### src/rtl/tsnl_pkg.sv
// ----------------------------------------------------------------------------
// Twist speed norm limiter package
// Widths, register indexes, payload types and shared datapath step functions.
// ----------------------------------------------------------------------------
`timescale 1ns / 1ps
`default_nettype none

package tsnl_pkg;

    localparam int COMP_W    = 24;
    localparam int LIM_W     = 23;
    localparam int EN_W      = 6;
    localparam int NUM_AXES  = 6;
    localparam int SQ_W      = 48;
    localparam int LSQ_W     = 46;
    localparam int PROD_W    = 47;
    localparam int ROOT_W    = 24;
    localparam int SREM_W    = 27;
    localparam int STEP_BITS = 3;
    localparam int STEPS     = 8;
    localparam int IDX_W     = 2;
    localparam int CFG_W     = 23;
    localparam int CNT_W     = 4;

    localparam logic [CNT_W-1:0] A_LAST = CNT_W'(STEPS + 1);
    localparam logic [CNT_W-1:0] B_LAST = CNT_W'(STEPS);

    localparam logic [IDX_W-1:0] REG_LINEAR_LIMIT  = 2'd0;
    localparam logic [IDX_W-1:0] REG_ANGULAR_LIMIT = 2'd1;
    localparam logic [IDX_W-1:0] REG_AXIS_ENABLE   = 2'd2;

    localparam logic [LIM_W-1:0] LIM_RESET = 23'd65536;
    localparam logic [EN_W-1:0]  EN_RESET  = 6'h3F;

    typedef logic [COMP_W-1:0] comp_t;

    typedef struct packed {
        logic signed [COMP_W-1:0] lin_x;
        logic signed [COMP_W-1:0] lin_y;
        logic signed [COMP_W-1:0] lin_z;
        logic signed [COMP_W-1:0] ang_x;
        logic signed [COMP_W-1:0] ang_y;
        logic signed [COMP_W-1:0] ang_z;
    } cmd_t;

    typedef struct packed {
        logic signed [COMP_W-1:0] out_lin_x;
        logic signed [COMP_W-1:0] out_lin_y;
        logic signed [COMP_W-1:0] out_lin_z;
        logic signed [COMP_W-1:0] out_ang_x;
        logic signed [COMP_W-1:0] out_ang_y;
        logic signed [COMP_W-1:0] out_ang_z;
        logic                     linear_clamped;
        logic                     angular_clamped;
    } rsp_t;

    typedef struct packed {
        logic load;
        logic sum;
        logic step;
    } norm_ctl_t;

    typedef struct packed {
        logic load;
        logic step;
    } div_ctl_t;

    typedef struct packed {
        logic [SREM_W-1:0] rem;
        logic [ROOT_W-1:0] root;
    } sqrt_st_t;

    typedef struct packed {
        logic [COMP_W-1:0] rem;
        logic              qbit;
    } div_st_t;

    function automatic comp_t mag(input comp_t v);
        return v[COMP_W-1] ? (~v) + COMP_W'(1) : v;
    endfunction

    function automatic sqrt_st_t sqrt_step(input sqrt_st_t st, input logic [1:0] pair);
        logic [SREM_W-1:0] r2;
        logic [SREM_W-1:0] trial;
        sqrt_st_t          res;
        r2    = {st.rem[SREM_W-3:0], pair};
        trial = {1'b0, st.root, 2'b01};
        if (r2 >= trial)
        begin
            res.rem  = r2 - trial;
            res.root = {st.root[ROOT_W-2:0], 1'b1};
        end
        else
        begin
            res.rem  = r2;
            res.root = {st.root[ROOT_W-2:0], 1'b0};
        end
        return res;
    endfunction

    function automatic div_st_t div_step(input comp_t rem, input comp_t d, input logic b);
        logic [COMP_W:0] r2;
        logic [COMP_W:0] dd;
        div_st_t         res;
        r2 = {rem, b};
        dd = {1'b0, d};
        if (r2 >= dd)
        begin
            res.rem  = COMP_W'(r2 - dd);
            res.qbit = 1'b1;
        end
        else
        begin
            res.rem  = COMP_W'(r2);
            res.qbit = 1'b0;
        end
        return res;
    endfunction

endpackage

`default_nettype wire

### src/rtl/tsnl_merge.sv
// ----------------------------------------------------------------------------
// Merge stage
// Masks disabled axes, joins the lane results with the clamp flags and
// holds the response transaction until it is taken.
// ----------------------------------------------------------------------------
`timescale 1ns / 1ps
`default_nettype none

module tsnl_merge (
    input  logic                                           clk,
    input  logic                                           rst_n,
    input  logic                                           load,
    input  logic [tsnl_pkg::NUM_AXES-1:0][tsnl_pkg::COMP_W-1:0] comp,
    input  logic                                           lf,
    input  logic                                           af,
    input  logic [tsnl_pkg::EN_W-1:0]                      en,
    input  logic                                           ready,
    output logic                                           valid,
    output tsnl_pkg::rsp_t                                 data
);
    import tsnl_pkg::*;

    logic [NUM_AXES-1:0][COMP_W-1:0] m;
    rsp_t                            data_reg;
    rsp_t                            data_next;
    logic                            valid_reg;

    always_comb
    begin
        for (int i = 0; i < NUM_AXES; i++)
        begin
            m[i] = en[i] ? comp[i] : '0;
        end
        data_next.out_lin_x       = m[0];
        data_next.out_lin_y       = m[1];
        data_next.out_lin_z       = m[2];
        data_next.out_ang_x       = m[3];
        data_next.out_ang_y       = m[4];
        data_next.out_ang_z       = m[5];
        data_next.linear_clamped  = lf;
        data_next.angular_clamped = af;
    end

    always_ff @(posedge clk or negedge rst_n)
    begin
        if (!rst_n)
        begin
            valid_reg <= 1'b0;
        end
        else if (load)
        begin
            valid_reg <= 1'b1;
        end
        else if (ready)
        begin
            valid_reg <= 1'b0;
        end
    end

    always_ff @(posedge clk)
    begin
        if (load)
        begin
            data_reg <= data_next;
        end
    end

    assign valid = valid_reg;
    assign data  = data_reg;

endmodule

`default_nettype wire

### config.mk
export PLATFORM = sky130hd
export DESIGN_NAME = tsnl_merge
export DESIGN_NICKNAME = d
export VERILOG_FILES = /design/src/rtl/tsnl_pkg.sv /design/src/rtl/tsnl_merge.sv
export SDC_FILE = /design/constraint.sdc
export NUM_CORES = 1
export LEC_CHECK = 0
export ABC_AREA = 0
export BUFFER_PORTS_ARGS = -buffer_cell sky130_fd_sc_hd__buf_4
export CORE_AREA = 2 2 119 121
export DETAILED_ROUTE_END_ITERATION = 10
export DIE_AREA = 0 0 121 123
export HOLD_SLACK_MARGIN = 0.15
export PLACE_DENSITY = 0.79
export SYNTH_ARGS = -nofsm -noshare
export SYNTH_HDL_FRONTEND = slang
export SYNTH_SLANG_ARGS = --single-unit
### constraint.sdc
create_clock -name clk -period 2.57 [get_ports clk]
set_clock_uncertainty 0.2 [all_clocks]
set_input_delay 0.257 -clock clk [delete_from_list [all_inputs] [get_ports clk]]
set_output_delay 0.257 -clock clk [all_outputs]
set_load 0.01 [all_outputs]
==> summary.md, run 1 <==
| Metric | Value |
|---|---|
| Status | aborted with a tool error |
| Last stage reached | clock tree synthesis (4_1_cts) |
| First Err | [ERROR RSZ-0060] Max buffer count reached. |
| Synth top area cells | edfxtp_1 (79%), and2_2 (13%), and2_1 (5.5%) |
| Htree depth | 4 |
| Site Rows | 43 |
| Syn_nets | 461 |
| CTS Hold Bufs | 164 |
| I/O Pins | 303 |
| Post-CTS resize count | 0 |
| CTS root buf | clkbuf_16 |
| Routability congestion estimate | 0.7785 |
| Post-synth top area cell | edfxtp_1 |
| Num Clock Sinks | 147 |
| Post-synthesis sequential area ratio | 79.08% |
| Die H | 123 um |
| Synthesized instance count | 305 |
| TritonCTS Buffers | 17 |
| Initial core utilization | 40.96% |
| YS warnings | 0 |
| Dpl cell area | 7984 um^2 |
| Synth Cell Area | 5575 um^2 |
| CTS Buffer Depth | 2 |
| Syn_area_per_cell | 18.28 um^2 |
| Area share of the largest cell type after synthesis | 78.64% |
| Port Buffers | 302 |
| Die Width | 121 um |
| Post-CTS Setup Bufs | 0 |
| Flops & latches, synth | 147 |
| Distinct cells, synth | 7 |
| DP Wirelength | 10,000 um |
-- per-stage QoR --
| stage | setup WS (ns) | instances | hold slack [ns] |
|---|---|---|---|
| after floorplan | 1.606 | 305 | -0.2386 |
| after global placement | 1.062 | 778 | -0.1677 |
| after detailed placement | 1.027 | 778 | -0.1665 |
-- cells in the mapped netlist --
cell and n:
a21o_1 1, and2_1 49, and2_2 95, buf_6 12, dfrtp_1 1, edfxtp_1 146, inv_1 1
-- cells by family after synthesis --
| logic type | share of synthesized area [%] |
|---|---|
| buffers and inverters | 2.491 |
| DFF | 79.08 |
| AOI/OAI and AO/OA | 0.1347 |
| and+or+nand+nor | 18.29 |
==> run 2, diff against run 1 <==
--- a/config.mk
+++ b/config.mk
@@ -7,11 +7,10 @@
 export LEC_CHECK = 0
 export ABC_AREA = 0
 export BUFFER_PORTS_ARGS = -buffer_cell sky130_fd_sc_hd__buf_4
-export CORE_AREA = 2 2 119 121
+export CORE_AREA = 2 2 147 149
 export DETAILED_ROUTE_END_ITERATION = 10
-export DIE_AREA = 0 0 121 123
-export HOLD_SLACK_MARGIN = 0.15
-export PLACE_DENSITY = 0.79
+export DIE_AREA = 0 0 149 151
+export PLACE_DENSITY_LB_ADDON = 0.15
 export SYNTH_ARGS = -nofsm -noshare
 export SYNTH_HDL_FRONTEND = slang
 export SYNTH_SLANG_ARGS = --single-unit
==> run 2 against run 1 <==
Compared with the run above: the run now ends clean; synthesized area is the same; synthesized cell count is the same.
==> summary.md, run 2 <==
| Metric | Value |
|---|---|
| Drt drc | 0 |
| Power Density | 634.1 nW/um^2 |
| Worst hold path class | in -> reg |
| Leading cell type in the layout, fill and taps excluded | buf_4 |
| Num Clock Sinks | 147 |
| All-Layer GR Usage | 13.39% |
| Vias | 4,133 |
| Inserted Diodes | 0 |
| Distinct cells, synth | 7 |
| FMAX | 626.9 MHz |
| Core ar. | 20,820 um^2 |
| YS warnings | 0 |
| Worst VDD drop | 0.0004145 V |
| TNS Setup | 0 ns |
| Synth top area cells | edfxtp_1 (79%), and2_2 (13%), and2_1 (5.5%) |
| Final setup vio count | 0 |
| Dpl ws | 1.150 ns |
| Site Rows | 53 |
| Initial antenna violation count | 0 |
| Dpl cell area | 8095 um^2 |
| TritonCTS Buffers | 17 |
| Hold Path Stages | 2 |
| Final Cell Area | 10,230 um^2 |
| First-pass GRT wire length | 22,650 um |
| CTS tree | built |
| Die Width | 149 um |
| Final Critical Period | 1.595 ns |
| Commonest cells after routing, fill and taps aside | buf_4 (301), dlygate4sd3_1 (150), edfxtp_1 (146), and2_2 (95), and2_1 (49) |
| Worst EP arrival | 1.47 ns |
| I/O Pins | 303 |
| Initial core utilization | 26.78% |
| Post-synthesis mux area share | 0% |
| FF-to-FF End | valid |
| Hold Startpoint | en[4] |
| Die H | 151 um |
| Synth Flop Type | edfxtp_1 |
| Post-synthesis sequential area ratio | 79.08% |
| Asr flop ratio synth | 0.6803% |
| Gr ovfl total | 0 |
| CP endpoint kind | flop |
| Via/cell ratio | 3.921 |
| Worst-Margin Slew | 0.3669 ns |
| Synthesized instance count | 305 |
| Routability congestion estimate | 0.6998 |
| Port Buffers | 302 |
| Syn_area_per_cell | 18.28 um^2 |
| Leakage power | 4.280 nW |
| Most common cell in the synthesized netlist | edfxtp_1 |
| Count of pins over their slew limit | 0 |
| Pin count of the biggest net entering global routing | 68 |
| Overall Power | 6.485 mW |
| Fin crit share | 62.07% |
| CTS Hold Bufs | 150 |
| Flops & latches, synth | 147 |
| RSZ-0062 raised after global routing | false |
| Post-synthesis simple-gate area fraction | 18.29% |
| Final Hold Viols | 0 |
| DP Wirelength | 10,590 um |
| Share of cells above drive strength 1 | 55.07% |
| Vias in the first global route | 4,366 |
| Max transition margin | 75.54% |
| Post-synth EDFFs | 146 |
| Post-CTS Setup Bufs | 0 |
| CTS root buf | clkbuf_16 |
| Final WL | 15,580 um |
| Routed Antenna Nets | 0 |
| Post-CTS resize count | 0 |
| Critical R2R Launch | valid |
| WL/cell | 14.78 um |
| Area grow syn2layout | 83.44% |
| Synth Cell Area | 5575 um^2 |
| Die area | 22,500 um^2 |
| Htree depth | 4 |
| Worst-path fanout max | 67 |
| Reg2reg path depth | 1 |
| Crit path required time | 2.44 ns |
| Post-synth top area cell | edfxtp_1 |
| Area share of the largest cell type after synthesis | 78.64% |
| Synth Area in Compound Gates | 0.1346% |
| Largest family of logic cells by synthesized area | simple AND/OR/NAND/NOR gates |
| XOR/XNOR Fraction of Synth Area | 0% |
| Critical path class | in -> reg |
| Hold endpoint | data[44] |
| DRT iter0 DRCs | 90 |
| Fin nets | 922 |
| Pre-antenna DRT Iters | 4 |
| Max reg flops | 146 |
| Worst Setup Start Kind | input port |
| Maxcap violations | 0 |
| Adder and majority cell fraction of the synthesized area | 0% |
| Clk pin slew, worst setup/hold paths | 0.06 ns |
| Post-layout worst setup margin | 0.9749 ns |
| Synth cell count leaders | edfxtp_1 (146), and2_2 (95), and2_1 (49) |
| Worst skew pair latency | 0.41 ns |
| Syn_nets | 461 |
| Status | completed |
| R2r setup slk | 1.69 ns |
| CTS Buffer Depth | 2 |
run 2: cell counts after synthesis:
No cell type changed its count.
run 2: cell type report:
cell class	instances	area (um^2)
repair buffers	454	3812
well taps	275	344.1
multi-input cells	145	1027
fillers	1785	10600
inverters	1	3.754
flip-flops and latches	147	4409
clock inverters	15	205.2
clock buffers	17	425.4
run 2: worst max-delay path: stages:
cell	delay, ns
dlygate4sd3_1	0.56
buf_6	0.24
buf_12	0.36
run 2: per-layer routing:
layer  track usage, %  wire (um)  up-vias
met5                0          0        -
met2            23.13       7878      185
li1                 -          -     1988
met3            5.271       1354       16
met4            5.429        318        0
met1            14.79       6027     1944
run 2: worst max-delay path by stage:
| stage | from | endpoint | slack [ns] | cells after the start |
|---|---|---|---|---|
| 2_1_floorplan | en[1] | data[110] | 1.61 | 2 |
| 3_3_place_gp | load | data[89] | 1.17 | 2 |
| 3_5_place_dp | load | data[87] | 1.15 | 2 |
| 4_1_cts | load | data[93] | 1.03 | 3 |
| 5_1_grt | load | data[88] | 0.93 | 3 |
| 6_report | load | data[93] | 0.97 | 3 |
run 2: kinds of logic (layout without fill, tap and decap cells):
| group | Yosys count | in the layout |
|---|---|---|
| AO/OA/AOI/OAI | 1 | 1 |
| AND/OR/NAND/NOR | 144 | 144 |
| buffers and inverters | 13 | 487 |
| flip-flops | 147 | 147 |
run 2: metrics by stage:
step	hold WS, ns	cells	utilization (%)
finish	0.09734	1054	49.12
global route	0.1037	1054	49.12
CTS	0.07198	1054	49.12
detailed placement	-0.1638	872	38.88
global placement	-0.1662	872	38.88
floorplan	-0.2386	305	-
run 2: report_power, final:
part	internal, mW	total, mW	switching (mW)
Sequential	2.85	2.90	0.0550
Combinational	0.586	0.936	0.350
Clock	1.64	2.65	1.01
Total	5.07	6.48	1.41
Note: power is estimated with default switching activity, not from simulation.
==> run 3, diff against run 2 <==
--- a/config.mk
+++ b/config.mk
@@ -5,11 +5,11 @@
 export SDC_FILE = /design/constraint.sdc
 export NUM_CORES = 1
 export LEC_CHECK = 0
-export ABC_AREA = 0
+export ABC_AREA = 1
 export BUFFER_PORTS_ARGS = -buffer_cell sky130_fd_sc_hd__buf_4
-export CORE_AREA = 2 2 147 149
+export CORE_AREA = 2 2 148 150
 export DETAILED_ROUTE_END_ITERATION = 10
-export DIE_AREA = 0 0 149 151
+export DIE_AREA = 0 0 150 152
 export PLACE_DENSITY_LB_ADDON = 0.15
 export SYNTH_ARGS = -nofsm -noshare
 export SYNTH_HDL_FRONTEND = slang
==> constraint.sdc (replaced) <==
create_clock -name clk -period 1.4 [get_ports clk]
set_clock_uncertainty 0.2 [all_clocks]
set_input_delay 0.14 -clock clk [delete_from_list [all_inputs] [get_ports clk]]
set_output_delay 0.14 -clock clk [all_outputs]
set_load 0.01 [all_outputs]
==> run 3 against run 2 <==
Compared with the run above: synthesized area up 1.2%; total power up 84%; first-iteration DRC count up 64%; critical path depth down 2; critical endpoint is now data[132]; largest power group unchanged; highest routed layer unchanged.
==> summary.md, run 3 <==
| Metric | Value |
|---|---|
| Status | completed |
| Post-synthesis sequential area ratio | 78.17% |
| Fin cells | 1,214 |
| TritonCTS Buffers | 17 |
| Final core utilization | 48.78% |
| Worst Setup Start Kind | flop |
| CTS tree | built |
| CP bufs+invs | 1 |
| YS warnings | 0 |
| Leakage power | 5.325 nW |
| Crit path required time | 1.06 ns |
| Pre-antenna DRT Iters | 4 |
| Initial antenna violation count | 0 |
| All-Layer GR Usage | 13.57% |
| Vias | 4,635 |
| CP endpoint kind | output port |
| Worst hold path class | in -> reg |
| Core ar. | 21,350 um^2 |
| Post-synth EDFFs | 146 |
| Distinct cells, synth | 5 |
| DRT iter0 DRCs | 148 |
| Die H | 152 um |
| Htree depth | 4 |
| Synthesized instance count | 451 |
| Count of pins over their slew limit | 0 |
| Worst skew pair latency | 0.41 ns |
| TNS Setup | 0 ns |
| Filler cell count in the final layout | 1,911 |
| Drt drc | 0 |
| RSZ-0062 raised after global routing | false |
| FMAX | 776.4 MHz |
| Synth cell count leaders | edfxtp_1 (146), inv_1 (146), nand2_1 (146) |
| Flops & latches, synth | 147 |
| Clk pin slew, worst setup/hold paths | 0.06 ns |
| Post-synth top area cell | edfxtp_1 |
| Critical path class | reg -> out |
| Worst VDD drop | 0.0007015 V |
| Gr ovfl total | 0 |
| Synth Cell Area | 5640 um^2 |
| Final setup vio count | 0 |
| Worst-path fanout max | 1 |
| WL/cell | 12.79 um |
| Routed Antenna Nets | 0 |
| Final WL | 15,530 um |
| Power Density | 1143 nW/um^2 |
| Initial core utilization | 26.42% |
| Worst EP arrival | 0.95 ns |
| CTS Buffer Depth | 2 |
| Die area | 22,800 um^2 |
| Overall Power | 11.91 mW |
| Commonest cells after routing, fill and taps aside | buf_4 (301), dlygate4sd3_1 (156), nand2_1 (146), inv_1 (146), edfxtp_1 (146) |
| Syn_area_per_cell | 12.51 um^2 |
| Top delay family on crit path | flip-flops |
| Asr flop ratio synth | 0.6803% |
| CTS root buf | clkbuf_16 |
| Syn_nets | 607 |
| CP cell instances | buf_4 |
| Max reg flops | 146 |
| Fin nets | 1,077 |
| Pin count of the biggest net entering global routing | 41 |
| Area share of the largest cell type after synthesis | 77.73% |
| Placed Cells | 1,026 |
| Area grow syn2layout | 84.63% |
| Vias in the first global route | 4,830 |
| First-pass GRT wire length | 24,160 um |
| Synth top area cells | edfxtp_1 (78%), inv_1 (9.7%), nand2_1 (9.7%) |
| Via/cell ratio | 3.818 |
| Slowest cell on the critical path | edfxtp_1 |
| Inserted Diodes | 0 |
| Synth Flop Type | edfxtp_1 |
| Fin crit share | 92.00% |
| I/O Pins | 303 |
| Maxcap violations | 0 |
| Post-CTS resize count | 0 |
| Leading cell type in the layout, fill and taps excluded | buf_4 |
| Port Buffers | 302 |
| Num Clock Sinks | 147 |
| Slowest stage delay, CP | 0.39 ns |
| Worst-Margin Slew | 0.2557 ns |
| Final Hold Viols | 0 |
| Routability congestion estimate | 0.7424 |
| DP Wirelength | 10,840 um |
| Die Width | 150 um |
| Site Rows | 54 |
| Share of cells above drive strength 1 | 35.97% |
| Max transition margin | 82.95% |
| Final Critical Period | 1.288 ns |
## run 3: cell count changes after synthesis, sizes merged
cell and change:
a21o -1, and2 -144, inv +145, nand2 +146
## run 3: path summary, 6_finish.rpt
| check | from | to | slack (ns) | depth (start not counted) |
|---|---|---|---|---|
| worst max-delay path | data[132] | data[132] | 0.11 | 1 |
| worst min-delay path | lf | data[1] | 0.27 | 2 |
| worst max register to register | valid | valid | 0.60 | 2 |
| worst min register to register | valid | valid | 0.29 | 2 |
| max in group asynchronous | rst_n | valid | 0.52 | 3 |
| min in group asynchronous | rst_n | valid | 0.37 | 3 |
## run 3: worst reg2reg max path, stage by stage (launching register included)
cell and delay, ns:
dfrtp_1 0.39, nand2_1 0.07, nand2_1 0.04
## run 3: through the flow
| stage | area (um^2) | setup WS, ns | hold WS (ns) |
|---|---|---|---|
| 2_1_floorplan | 5640 | 0.5848 | -0.3556 |
| 3_3_place_gp | 8227 | 0.2973 | -0.2845 |
| 3_5_place_dp | 8227 | 0.2823 | -0.2820 |
| 4_1_cts | 10410 | 0.06606 | 0.2458 |
| 5_1_grt | 10410 | 0.05492 | 0.2547 |
| 6_report | 10410 | 0.1120 | 0.2654 |
## run 3: area by class of cell
| class | count | area, um^2 | share of cell area (%) |
|---|---|---|---|
| well taps | 280 | 350.3 | 3.364 |
| repair buffers | 463 | 3933 | 37.76 |
| flip-flops and latches | 147 | 4409 | 42.34 |
| inverters | 146 | 548.0 | 5.263 |
| multi-input cells | 146 | 548.0 | 5.263 |
| clock buffers | 21 | 450.4 | 4.325 |
| clock inverters | 11 | 175.2 | 1.682 |
## run 3: cell families (layout without fill, tap and decap cells)
logic type	count (synthesis)	count (layout)	synth area share [%]
buffers and inverters	158	641	12.11
DFF	147	147	78.17
and+or+nand+nor	146	146	9.716
## run 3: timing repair
| action | 4_1_cts | 5_1_grt |
|---|---|---|
| setup buffers | 0 | 0 |
| hold buffers | 156 | 0 |
| hold endpoints to repair | 149 | 0 |
## run 3: report_power, final
group | total, mW | switching (mW) | internal [mW]
logic | 1.77 | 0.725 | 1.04
clock network | 4.81 | 1.76 | 3.05
registers | 5.33 | 0.0980 | 5.23
## run 3: metal layers
layer	part of all wire (%)	global-route usage (%)	wire, um	vias up
met4	2.3	5.256	361	0
li1	-	-	-	2300
met1	37	14.56	5792	2145
met3	6.8	4.264	1059	26
met5	0	0	0	-
met2	54	24.59	8313	164
