File: src/rtl/tsnl_pkg.sv
// ----------------------------------------------------------------------------
// Twist speed norm limiter package
// Widths, register indexes, payload types and shared datapath step functions.
// ----------------------------------------------------------------------------
`timescale 1ns / 1ps
`default_nettype none

package tsnl_pkg;

    localparam int COMP_W    = 24;
    localparam int LIM_W     = 23;
    localparam int EN_W      = 6;
    localparam int NUM_AXES  = 6;
    localparam int SQ_W      = 48;
    localparam int LSQ_W     = 46;
    localparam int PROD_W    = 47;
    localparam int ROOT_W    = 24;
    localparam int SREM_W    = 27;
    localparam int STEP_BITS = 3;
    localparam int STEPS     = 8;
    localparam int IDX_W     = 2;
    localparam int CFG_W     = 23;
    localparam int CNT_W     = 4;

    localparam logic [CNT_W-1:0] A_LAST = CNT_W'(STEPS + 1);
    localparam logic [CNT_W-1:0] B_LAST = CNT_W'(STEPS);

    localparam logic [IDX_W-1:0] REG_LINEAR_LIMIT  = 2'd0;
    localparam logic [IDX_W-1:0] REG_ANGULAR_LIMIT = 2'd1;
    localparam logic [IDX_W-1:0] REG_AXIS_ENABLE   = 2'd2;

    localparam logic [LIM_W-1:0] LIM_RESET = 23'd65536;
    localparam logic [EN_W-1:0]  EN_RESET  = 6'h3F;

    typedef logic [COMP_W-1:0] comp_t;

    typedef struct packed {
        logic signed [COMP_W-1:0] lin_x;
        logic signed [COMP_W-1:0] lin_y;
        logic signed [COMP_W-1:0] lin_z;
        logic signed [COMP_W-1:0] ang_x;
        logic signed [COMP_W-1:0] ang_y;
        logic signed [COMP_W-1:0] ang_z;
    } cmd_t;

    typedef struct packed {
        logic signed [COMP_W-1:0] out_lin_x;
        logic signed [COMP_W-1:0] out_lin_y;
        logic signed [COMP_W-1:0] out_lin_z;
        logic signed [COMP_W-1:0] out_ang_x;
        logic signed [COMP_W-1:0] out_ang_y;
        logic signed [COMP_W-1:0] out_ang_z;
        logic                     linear_clamped;
        logic                     angular_clamped;
    } rsp_t;

    typedef struct packed {
        logic load;
        logic sum;
        logic step;
    } norm_ctl_t;

    typedef struct packed {
        logic load;
        logic step;
    } div_ctl_t;

    typedef struct packed {
        logic [SREM_W-1:0] rem;
        logic [ROOT_W-1:0] root;
    } sqrt_st_t;

    typedef struct packed {
        logic [COMP_W-1:0] rem;
        logic              qbit;
    } div_st_t;

    function automatic comp_t mag(input comp_t v);
        return v[COMP_W-1] ? (~v) + COMP_W'(1) : v;
    endfunction

    function automatic sqrt_st_t sqrt_step(input sqrt_st_t st, input logic [1:0] pair);
        logic [SREM_W-1:0] r2;
        logic [SREM_W-1:0] trial;
        sqrt_st_t          res;
        r2    = {st.rem[SREM_W-3:0], pair};
        trial = {1'b0, st.root, 2'b01};
        if (r2 >= trial)
        begin
            res.rem  = r2 - trial;
            res.root = {st.root[ROOT_W-2:0], 1'b1};
        end
        else
        begin
            res.rem  = r2;
            res.root = {st.root[ROOT_W-2:0], 1'b0};
        end
        return res;
    endfunction

    function automatic div_st_t div_step(input comp_t rem, input comp_t d, input logic b);
        logic [COMP_W:0] r2;
        logic [COMP_W:0] dd;
        div_st_t         res;
        r2 = {rem, b};
        dd = {1'b0, d};
        if (r2 >= dd)
        begin
            res.rem  = COMP_W'(r2 - dd);
            res.qbit = 1'b1;
        end
        else
        begin
            res.rem  = COMP_W'(r2);
            res.qbit = 1'b0;
        end
        return res;
    endfunction

endpackage

`default_nettype wire

File: src/rtl/tsnl_div_lane.sv
// ----------------------------------------------------------------------------
// Divide lane
// Scales one component by limit/norm with a restoring divider, three
// quotient bits per cycle, and restores the sign; an unclamped component passes unchanged.
// ----------------------------------------------------------------------------
`timescale 1ns / 1ps
`default_nettype none

module tsnl_div_lane (
    input  logic                          clk,
    input  tsnl_pkg::div_ctl_t            ctl,
    input  logic [tsnl_pkg::COMP_W-1:0]   v,
    input  logic [tsnl_pkg::PROD_W-1:0]   prod,
    input  logic [tsnl_pkg::ROOT_W-1:0]   d,
    input  logic                          clamp,
    output logic [tsnl_pkg::COMP_W-1:0]   res
);
    import tsnl_pkg::*;

    comp_t   rem_reg;
    comp_t   low_reg;
    comp_t   q_reg;
    comp_t   q_next;
    comp_t   d_reg;
    comp_t   v_reg;
    logic    clamp_reg;
    div_st_t dchain [STEP_BITS+1];

    always_comb
    begin
        dchain[0].rem  = rem_reg;
        dchain[0].qbit = 1'b0;
        q_next         = q_reg;
        for (int k = 0; k < STEP_BITS; k++)
        begin
            dchain[k+1] = div_step(dchain[k].rem, d_reg, low_reg[COMP_W-1-k]);
            q_next      = {q_next[COMP_W-2:0], dchain[k+1].qbit};
        end
    end

    always_ff @(posedge clk)
    begin
        if (ctl.load)
        begin
            rem_reg   <= COMP_W'(prod[PROD_W-1:COMP_W]);
            low_reg   <= prod[COMP_W-1:0];
            q_reg     <= '0;
            d_reg     <= d;
            v_reg     <= v;
            clamp_reg <= clamp;
        end
        else if (ctl.step)
        begin
            rem_reg <= dchain[STEP_BITS].rem;
            low_reg <= low_reg << STEP_BITS;
            q_reg   <= q_next;
        end
    end

    assign res = clamp_reg ? (v_reg[COMP_W-1] ? (~q_reg) + COMP_W'(1) : q_reg) : v_reg;

endmodule

`default_nettype wire

File: config.mk
export PLATFORM = sky130hd
export DESIGN_NAME = tsnl_div_lane
export DESIGN_NICKNAME = d
export VERILOG_FILES = /design/src/rtl/tsnl_pkg.sv /design/src/rtl/tsnl_div_lane.sv
export SDC_FILE = /design/constraint.sdc
export NUM_CORES = 1
export LEC_CHECK = 0
export BUFFER_PORTS_ARGS = -buffer_cell sky130_fd_sc_hd__buf_4
export CORE_MARGIN = 2
export CORE_UTILIZATION = 59
export DETAILED_ROUTE_END_ITERATION = 12
export GPL_TIMING_DRIVEN = 0
export HOLD_SLACK_MARGIN = 0.03
export PLACE_DENSITY = 0.82
export SYNTH_ARGS = -nofsm -noshare
export SYNTH_HDL_FRONTEND = slang
export SYNTH_SLANG_ARGS = --single-unit
File: constraint.sdc
create_clock -name clk -period 9.6 [get_ports clk]
set_input_delay 0.48 -clock clk [delete_from_list [all_inputs] [get_ports clk]]
set_output_delay 0.48 -clock clk [all_outputs]
set_load 0.03 [all_outputs]
==> results by group, run 1 <==
Finish
  • Final instance area: about 0.011 mm^2
  • Filler cell count: 1171
  • Area grow syn2layout: 19.1%
  • Most frequent cells in the layout: buf_4, edfxtp_1, a21oi_1, nor2_1, ha_1
  • Final nets: around 1300
  • Leading cell type in the layout, fill and taps excluded: buf_4
  • Final std cells w/o fill: 1336
  • Antenna Cells: 0
  • Layout cells sized above 1: 0.224

Global routing
  • Initial antenna violation count: 0
  • Number of global-route vias before repair: between 7000 and 8000
  • Pin count of the biggest net entering global routing: around 50
  • Global route total overflow: 0
  • Overall Global Routing Usage: 0.304
  • First-pass GRT wire length: 39.6 mm

Die
  • Effective utilization at floorplan: 0.595
  • Die Y: around 130 um
  • Std cell rows: 46
  • # IOs: about 120
  • CORE AREA: between 0.015 and 0.02 mm^2
  • Die Footprint: 0.0169 mm^2
  • Die Width: around 130 um

Logic synthesis
  • Synth area leaders: edfxtp_1, ha_1, mux2_2
  • Yosys warning count: 0
  • Post-synthesis register bit count: approximately 120
  • Synth Flop Type: edfxtp_1
  • Post-synth EDFFs: between 90 and 100
  • Sequential fraction of the synthesis area: 0.362
  • Synth top area share: 0.308
  • Post-synth ARST share: 0
  • Cell area after synthesis: just over 0.009 mm^2
  • Synth area leader: edfxtp_1
  • Synth cell types: 71
  • Cells after synthesis: a little under 1000
  • Syn_nets: 1142
  • Mapped Avg Cell Area: between 9 and 10 um^2

Routing
  • Remaining DRCs: 0
  • Routed len/inst: approximately 19 um
  • Drt via density: 6.13
  • TritonRoute pass-1 iters: 6
  • Final wirelength: 25.4 mm
  • Vias: 8186
  • DRT iter0 DRCs: 725
  • Antenna Nets Post-Route: 0

Critical path
  • Critical path launch point type: register
  • Delay-heaviest family, CP: compound AO/OA/AOI/OAI gates
  • Worst Path Required: roughly 10 ns
  • Max stage delay on crit path: 0.59 ns
  • Crit Path Max Fanout: 10
  • Worst Path Buf+Inv: 3
  • Critical setup path kind: register to register
  • CP max-delay cell: a211oi_4
  • WP data arrival: ~9 ns
  • CP endpoint kind: register

STA
  • RSZ-0062 raised after global routing: no
  • Final period util: 0.913
  • Max-Slew Margin vs Limit: 0.243
  • Setup tns final: 0 ns
  • Slew @ Worst Pin: 1.14 ns
  • Worst Skew: a little over 0.008 ns
  • Fmax achieved: between 0.1 and 0.15 GHz
  • Minimum clock period: roughly 8.8 ns
  • Final worst slack: roughly 0.84 ns
  • Final hold violation count: 0
  • Final setup vio count: 0
  • Fin. max-slew vios: 0

Clocking
  • Root Buffer: clkbuf_16
  • Hold buffers post-CTS: 0
  • Clock-pin slew on the worst setup and hold paths: roughly 0.060 ns
  • Setup bufs post-CTS: 0
  • Post-CTS Resized: 0
  • CTS buffer count: 17
  • Clock Sinks: between 100 and 150
  • Worst skew pair latency: between 0.4 and 0.5 ns
  • Depth of the CTS H-tree: 4
  • CTS tree: built
  • Clk buf depth: 2

Placement
  • Placed cell areas: about 0.011 mm^2
  • Gpl congestion: around 0.98
  • DP Worst Slack: 0.937 ns
  • Port Buffers: between 100 and 150
  • DP Wirelength: between 15 and 20 mm
  • Total placed cells including tap cells: around 1300

Min path
  • Hold crit path type: primary input to register

Run status
  • Status: completed

Flow run
  • MaxCap Viol Count: 0
cells by family (layout without fill, tap and decap cells):
logic type | Yosys count | after routing | share of synthesized area
adder cells (fa/ha/maj) | 76 | 76 | 0.104
multiplexers | 93 | 93 | 0.108
AO/OA/AOI/OAI | 265 | 265 | 0.190
buffers and inverters | 77 | 230 | 0.0335
XOR/XNOR | 78 | 78 | 0.0731
flip-flops | 121 | 121 | 0.362
AND/OR/NAND/NOR | 257 | 257 | 0.129
routing by layer:
layer | GRT usage | wire length [um] | vias to the layer above | part of all wire
met5 | 0 | 0 | - | 0
met4 | 0.0968 | 633 | 0 | 0.025
met3 | 0.0521 | 2140 | 69 | 0.084
met2 | 0.509 | 11900 | 384 | 0.47
met1 | 0.405 | 10800 | 3829 | 0.42
li1 | - | - | 3904 | -
final timing paths:
check                 start          end  slack [ns]  depth (start not counted)
hold reg to reg   q_reg[21]    q_reg[21]        0.55                          2
setup reg to reg   d_reg[1]  rem_reg[22]        0.84                         29
hold / removal        d[22]    d_reg[22]        0.24                          1
setup / recovery   d_reg[1]  rem_reg[22]        0.84                         29
area by class of cell:
type,instances,area [um^2],area share
clock buffers,19,443,0.0398
multi-input cells,769,5650,0.508
flip-flops and latches,121,3380,0.304
clock inverters,13,169,0.0152
well taps,216,270,0.0243
inverters,45,169,0.0152
plain buffers,32,144,0.0129
repair buffers,121,908,0.0815
worst register-to-register path, delay by kind of cell, from the launching register on:
kind                       cells  cell delay [ns]
AOI/OAI and AO/OA             17             4.64
xor gates and xnor gates       1             0.09
adders and majority gates      3             0.89
buffers and inverters          3             0.88
DFF                            1             0.42
muxes                          2             0.74
and+or+nand+nor                3             0.84
synthesized netlist by cell type, drive strengths merged, types with 18 or more instances:
cell	number
o21ai	45
xnor2	31
a21oi	89
nor2	82
a21o	31
mux2	66
mux2i	27
xor2	47
nand2	65
ha	73
clkbuf	21
dfxtp	25
inv	45
nor3	18
nand3	27
edfxtp	96
metrics by stage:
step | hold slack [ns] | utilization
2_1_floorplan | 0.473 | -
3_3_place_gp | 0.505 | 0.670
3_5_place_dp | 0.529 | 0.670
4_1_cts | 0.233 | 0.709
5_1_grt | 0.231 | 0.709
6_report | 0.236 | 0.709
Power of run 1 is not shown: default switching activity piles up to over one toggle a cycle in this logic, so the estimate is an artifact.
==> run 2: changes to the inputs <==
--- a/config.mk
+++ b/config.mk
@@ -6,6 +6,7 @@
 export NUM_CORES = 1
 export LEC_CHECK = 0
 export BUFFER_PORTS_ARGS = -buffer_cell sky130_fd_sc_hd__buf_4
+export CORE_ASPECT_RATIO = 0.5
 export CORE_MARGIN = 2
 export CORE_UTILIZATION = 59
 export DETAILED_ROUTE_END_ITERATION = 12
==> run 2 against run 1 <==
Core utilization grew 0.76 points. Maximum frequency shrank 5.4%. Cell area decreased by 0.58%. Via count is 1.4% higher. Global-route usage up 2.0 points. Die area rose by 0.36%. First-iteration DRC count rose by 6.8%. Worst hold slack worse by 0.0090 ns. Critical path type unchanged. Largest cell class unchanged.
==> results by group, run 2 (synthesized netlist as in run 1, its figures left out) <==
Run status
  • Status: completed

Die
  • Std cell rows: 32
  • Effective utilization at floorplan: 0.605
  • Die Width: 182 um
  • CORE AREA: about 0.015 mm^2
  • Die Y: approximately 93 um
  • # IOs: about 120
  • Die Footprint: 0.0169 mm^2

Finish
  • Final nets: between 1000 and 1500
  • Layout cells sized above 1: 0.227
  • Antenna Cells: 0
  • Leading cell type in the layout, fill and taps excluded: buf_4
  • Most frequent cells in the layout: buf_4, edfxtp_1, a21oi_1, nor2_1, ha_1
  • Area grow syn2layout: 18.5%

Min path
  • Hold crit path type: primary input to register
  • Hold path cells: 1

Clocking
  • Depth of the CTS H-tree: 4
  • CTS tree: built
  • Root Buffer: clkbuf_16
  • Worst skew pair latency: ~0.43 ns
  • Hold buffers post-CTS: 0
  • CTS buffer count: 17
  • Clock-pin slew on the worst setup and hold paths: ~0.060 ns
  • Clock Sinks: 121
  • Clk buf depth: 2

Critical path
  • Reg2reg path depth: 30
  • Crit Path Max Fanout: 10
  • WP data arrival: 9.35 ns
  • Critical path launch point type: register
  • CP endpoint kind: register
  • Max stage delay on crit path: a little under 0.6 ns
  • Critical setup path kind: register to register
  • Worst Path Required: around 9.7 ns
  • CP max-delay cell: nor4b_1

Flow run
  • MaxCap Viol Count: 0

Placement
  • DP Wirelength: roughly 20 mm
  • Gpl congestion: about 0.98
  • Port Buffers: between 100 and 150

Routing
  • Antenna Nets Post-Route: 0
  • TritonRoute pass-1 iters: 6
  • Vias: 8300
  • Remaining DRCs: 0
  • Final wirelength: 27.3 mm
  • DRT iter0 DRCs: 774
  • Routed len/inst: between 20 and 25 um
  • Drt via density: 6.26

STA
  • Slew @ Worst Pin: 1.25 ns
  • Final setup vio count: 0
  • Fmax achieved: ~0.11 GHz
  • Fin. max-slew vios: 0
  • Setup tns final: 0 ns
  • Worst Skew: about 0.016 ns
  • Final hold violation count: 0
  • Final period util: 0.964
  • Max-Slew Margin vs Limit: 0.167
  • RSZ-0062 raised after global routing: no
  • Minimum clock period: 9.26 ns

Global routing
  • Number of global-route vias before repair: just under 8000
  • Overall Global Routing Usage: 0.324
  • Pin count of the biggest net entering global routing: 51
  • Global route total overflow: 0
  • First-pass GRT wire length: about 42 mm
  • Initial antenna violation count: 0
==> run 2: what timing repair did <==
action	4_1_cts	5_1_grt
setup buffers	0	3
gates resized for setup	0	1
setup endpoints to repair	0	7
==> run 2: path summary, 6_finish.rpt <==
kind                     from  slack [ns]     endpoint
setup / recovery     d_reg[1]        0.34   rem_reg[3]
hold / removal          v[18]        0.23    v_reg[18]
setup reg to reg     d_reg[1]        0.34   rem_reg[3]
hold reg to reg   rem_reg[23]        0.52  rem_reg[23]
==> run 2: layout make-up <==
cell class	count	area (um^2)
Tap cell	204	255
Clock inverter	13	96.3
Multi-Input combinational cell	769	5660
Timing Repair Buffer	124	931
Clock buffer	18	439
Sequential cell	121	3380
Fill cell	1170	4380
Inverter	45	169
Buffer	32	144
==> run 2: through the flow <==
stage	hold slack [ns]	setup slack, ns	std cells	area, um^2	util
6_report	0.227	0.341	1326	11100	0.717
3_3_place_gp	0.489	0.596	1292	10500	0.680
3_5_place_dp	0.508	0.471	1292	10500	0.680
2_1_floorplan	0.473	2.22	967	9350	-
4_1_cts	0.221	0.426	1323	11000	0.715
5_1_grt	0.210	0.111	1326	11100	0.717
==> run 2: worst max-delay path, delay by kind of cell (launching register included) <==
kind	cells	cell delay, ns
simple gates	6	1.48
mux	2	0.66
compound gates	15	3.98
fa+ha+maj	3	1.00
buf+inv	4	1.31
flops	1	0.44
==> run 2: routing by layer <==
| layer | routed length, um | vias up | global-route usage |
|---|---|---|---|
| met5 | 0 | - | 0 |
| met4 | 640 | 0 | 0.103 |
| met3 | 2750 | 62 | 0.0853 |
| met2 | 12300 | 424 | 0.516 |
| met1 | 11600 | 3905 | 0.435 |
| li1 | - | 3909 | - |
Power of run 2 is left out for the same reason.
==> run 3: changes to the inputs <==
--- a/config.mk
+++ b/config.mk
@@ -5,14 +5,16 @@
 export SDC_FILE = /design/constraint.sdc
 export NUM_CORES = 1
 export LEC_CHECK = 0
+export ABC_AREA = 1
 export BUFFER_PORTS_ARGS = -buffer_cell sky130_fd_sc_hd__buf_4
 export CORE_ASPECT_RATIO = 0.5
 export CORE_MARGIN = 2
-export CORE_UTILIZATION = 59
+export CORE_UTILIZATION = 60
+export CTS_CLUSTER_DIAMETER = 40
 export DETAILED_ROUTE_END_ITERATION = 12
 export GPL_TIMING_DRIVEN = 0
 export HOLD_SLACK_MARGIN = 0.03
-export PLACE_DENSITY = 0.82
+export PLACE_DENSITY = 0.83
 export SYNTH_ARGS = -nofsm -noshare
 export SYNTH_HDL_FRONTEND = slang
 export SYNTH_SLANG_ARGS = --single-unit
==> run 3 against run 2 <==
Routed wire length up 37%. First-iteration DRC count is 84% higher. Core utilization up 0.23 points. Setup slack gained 1.5 ns. Critical path depth grew 9. Critical path type unchanged. Highest routed layer is now met5.
==> results by group, run 3 <==
Finish
  • Final nets: about 1900
  • Area grow syn2layout: 17.3%
  • Final instance area: ~0.013 mm^2
  • Most frequent cells in the layout: nand2_1, inv_1, buf_4, nand3_1, nor2_1
  • Antenna Cells: 0
  • Layout cells sized above 1: 0.117
  • Leading cell type in the layout, fill and taps excluded: nand2_1
  • Final std cells w/o fill: 1971

Critical path
  • Reg2reg path depth: 39
  • Critical path launch point type: register
  • Delay-heaviest family, CP: simple AND/OR/NAND/NOR gates
  • Setup slack, reg-to-reg: 1.87 ns
  • Max stage delay on crit path: about 0.43 ns
  • CP endpoint kind: register
  • Crit Path Max Fanout: 10
  • CP most frequent cell: nand2_1
  • Worst r2r src: d_reg[15]
  • Critical setup path kind: register to register
  • CP max-delay cell: o21ai_0
  • Worst Path Required: between 9 and 10 ns
  • Worst Path Buf+Inv: 10
  • Reg2reg end: rem_reg[16]
  • WP data arrival: approximately 7.9 ns

Clocking
  • Post-CTS Resized: 0
  • CTS tree: built
  • Depth of the CTS H-tree: 4
  • Clock-pin slew on the worst setup and hold paths: about 0.06 ns
  • Clock Sinks: about 120
  • Worst skew pair latency: 0.43 ns
  • Hold buffers post-CTS: 0
  • Clk buf depth: 2
  • CTS buffer count: 17
  • Setup bufs post-CTS: 0
  • Root Buffer: clkbuf_16

Routing
  • Routed len/inst: approximately 19 um
  • TritonRoute pass-1 iters: 5
  • Drt via density: between 5 and 6
  • Antenna Nets Post-Route: 0
  • Final wirelength: 37.4 mm
  • DRT iter0 DRCs: between 1000 and 1500
  • Remaining DRCs: 0
  • Vias: 11600

Global routing
  • Met2 Usage GRT: 0.631
  • First-pass GRT wire length: 57.5 mm
  • GR met3 Demand/Resource: 0.0906
  • Number of global-route vias before repair: around 11000
  • Global route total overflow: 0
  • Initial antenna violation count: 1
  • Met1 Use GR: 0.547
  • Pin count of the biggest net entering global routing: 54
  • GRT Max-Usage Layer: met2
  • Overall Global Routing Usage: 0.401

Placement
  • Port Buffers: 122
  • Placed cell areas: ~0.012 mm^2
  • DP Wirelength: between 20 and 30 mm
  • Gpl congestion: approximately 1.0
  • Total placed cells including tap cells: 1939

Logic synthesis
  • Commonest cells post-synth: nand2_1, inv_1, nand3_1
  • Mapped Avg Cell Area: ~6.7 um^2
  • Post-synth EDFFs: 96
  • Most frequent cell after synthesis: nand2_1
  • Synth area leaders: edfxtp_1, nand2_1, inv_1
  • Synth Flop Type: edfxtp_1
  • Sequential fraction of the synthesis area: 0.317
  • Post-synth ARST share: 0
  • Post-synthesis register bit count: about 120
  • Synth area leader: edfxtp_1
  • Yosys warning count: 0
  • Cells after synthesis: approximately 1600
  • Syn_nets: ~1800
  • Synth top area share: 0.270
  • Cell area after synthesis: 0.0107 mm^2
  • Synth cell types: between 40 and 50

Die
  • Effective utilization at floorplan: 0.613
  • CORE AREA: about 0.017 mm^2
  • Die Y: approximately 100 um
  • Die Footprint: 0.0189 mm^2
  • Std cell rows: 34
  • # IOs: approximately 120
  • Die Width: around 190 um

Flow run
  • MaxCap Viol Count: 0

STA
  • Final period util: 0.805
  • Setup tns final: 0 ns
  • WHS: 0.227 ns
  • RSZ-0062 raised after global routing: no
  • Max-Slew Margin vs Limit: 0.524
  • Final setup vio count: 0
  • Fin. max-slew vios: 0
  • Worst Skew: ~0.0075 ns
  • Minimum clock period: approximately 7.7 ns
  • Slew @ Worst Pin: 0.713 ns
  • Fmax achieved: about 0.13 GHz
  • Final hold violation count: 0

Min path
  • Hold Path End: d_reg[10]
  • Hold path start: d[10]
  • Hold crit path type: primary input to register
  • Hold path cells: 1

Run status
  • Status: completed
## run 3: cell types whose count changed after synthesis, moves of 20 or more
| cell | before | now |
|---|---|---|
| a21o_1 | 31 | 8 |
| a21oi_1 | 87 | 67 |
| inv_1 | 45 | 250 |
| mux2_2 | 66 | 0 |
| mux2i_1 | 27 | 0 |
| nand2_1 | 65 | 544 |
| nand3_1 | 27 | 117 |
| o21ai_0 | 36 | 67 |
## run 3: worst register-to-register path: cells and delay by family, from the launching register on
family	cells	cell delay, ns
AO/OA/AOI/OAI	5	1.05
buffers and inverters	10	1.71
adder cells (fa/ha/maj)	3	1.07
AND/OR/NAND/NOR	21	3.28
flip-flops	1	0.39
## run 3: layout make-up
class                      instances  area, um^2
multi-input combinational       1162        6120
fill                            1333        4890
sequential                       121        3380
inverter                         264         991
timing repair buffer             123         936
clock buffer                      20         437
tap                              234         293
clock inverter                    12         174
buffer                            35         170
## run 3: per-stage QoR
stage / utilization / setup WS [ns]
floorplan: - / 4.10
global placement: 0.683 / 2.37
detailed placement: 0.684 / 2.30
CTS: 0.719 / 2.21
global route: 0.719 / 1.52
finish: 0.719 / 1.87
## run 3: worst max path at each step
stage                from           to  slack, ns  depth (start not counted)
6_report        d_reg[15]  rem_reg[16]       1.87                         39
5_1_grt         d_reg[12]  rem_reg[21]       1.52                         41
4_1_cts         d_reg[15]  rem_reg[21]       2.21                         39
3_5_place_dp    d_reg[14]  rem_reg[16]       2.30                         41
3_3_place_gp   rem_reg[9]  rem_reg[17]       2.37                         35
2_1_floorplan   d_reg[16]  rem_reg[13]       4.10                         39
## run 3: routing by layer
| layer | vias up | routed length, um |
|---|---|---|
| li1 | 5370 | - |
| met1 | 5270 | 15200 |
| met2 | 789 | 16200 |
| met3 | 122 | 4770 |
| met4 | 2 | 1260 |
| met5 | - | 13 |
## run 3: cells by family (layout without fill, tap and decap cells)
logic type | count (synthesis) | count (layout) | share of synthesized area
flip-flops | 121 | 121 | 0.317
AND/OR/NAND/NOR | 833 | 833 | 0.329
adder cells (fa/ha/maj) | 76 | 76 | 0.0913
AO/OA/AOI/OAI | 185 | 185 | 0.0977
XOR/XNOR | 68 | 68 | 0.0558
buffers and inverters | 299 | 454 | 0.109
Power of run 3 is left out for the same reason.
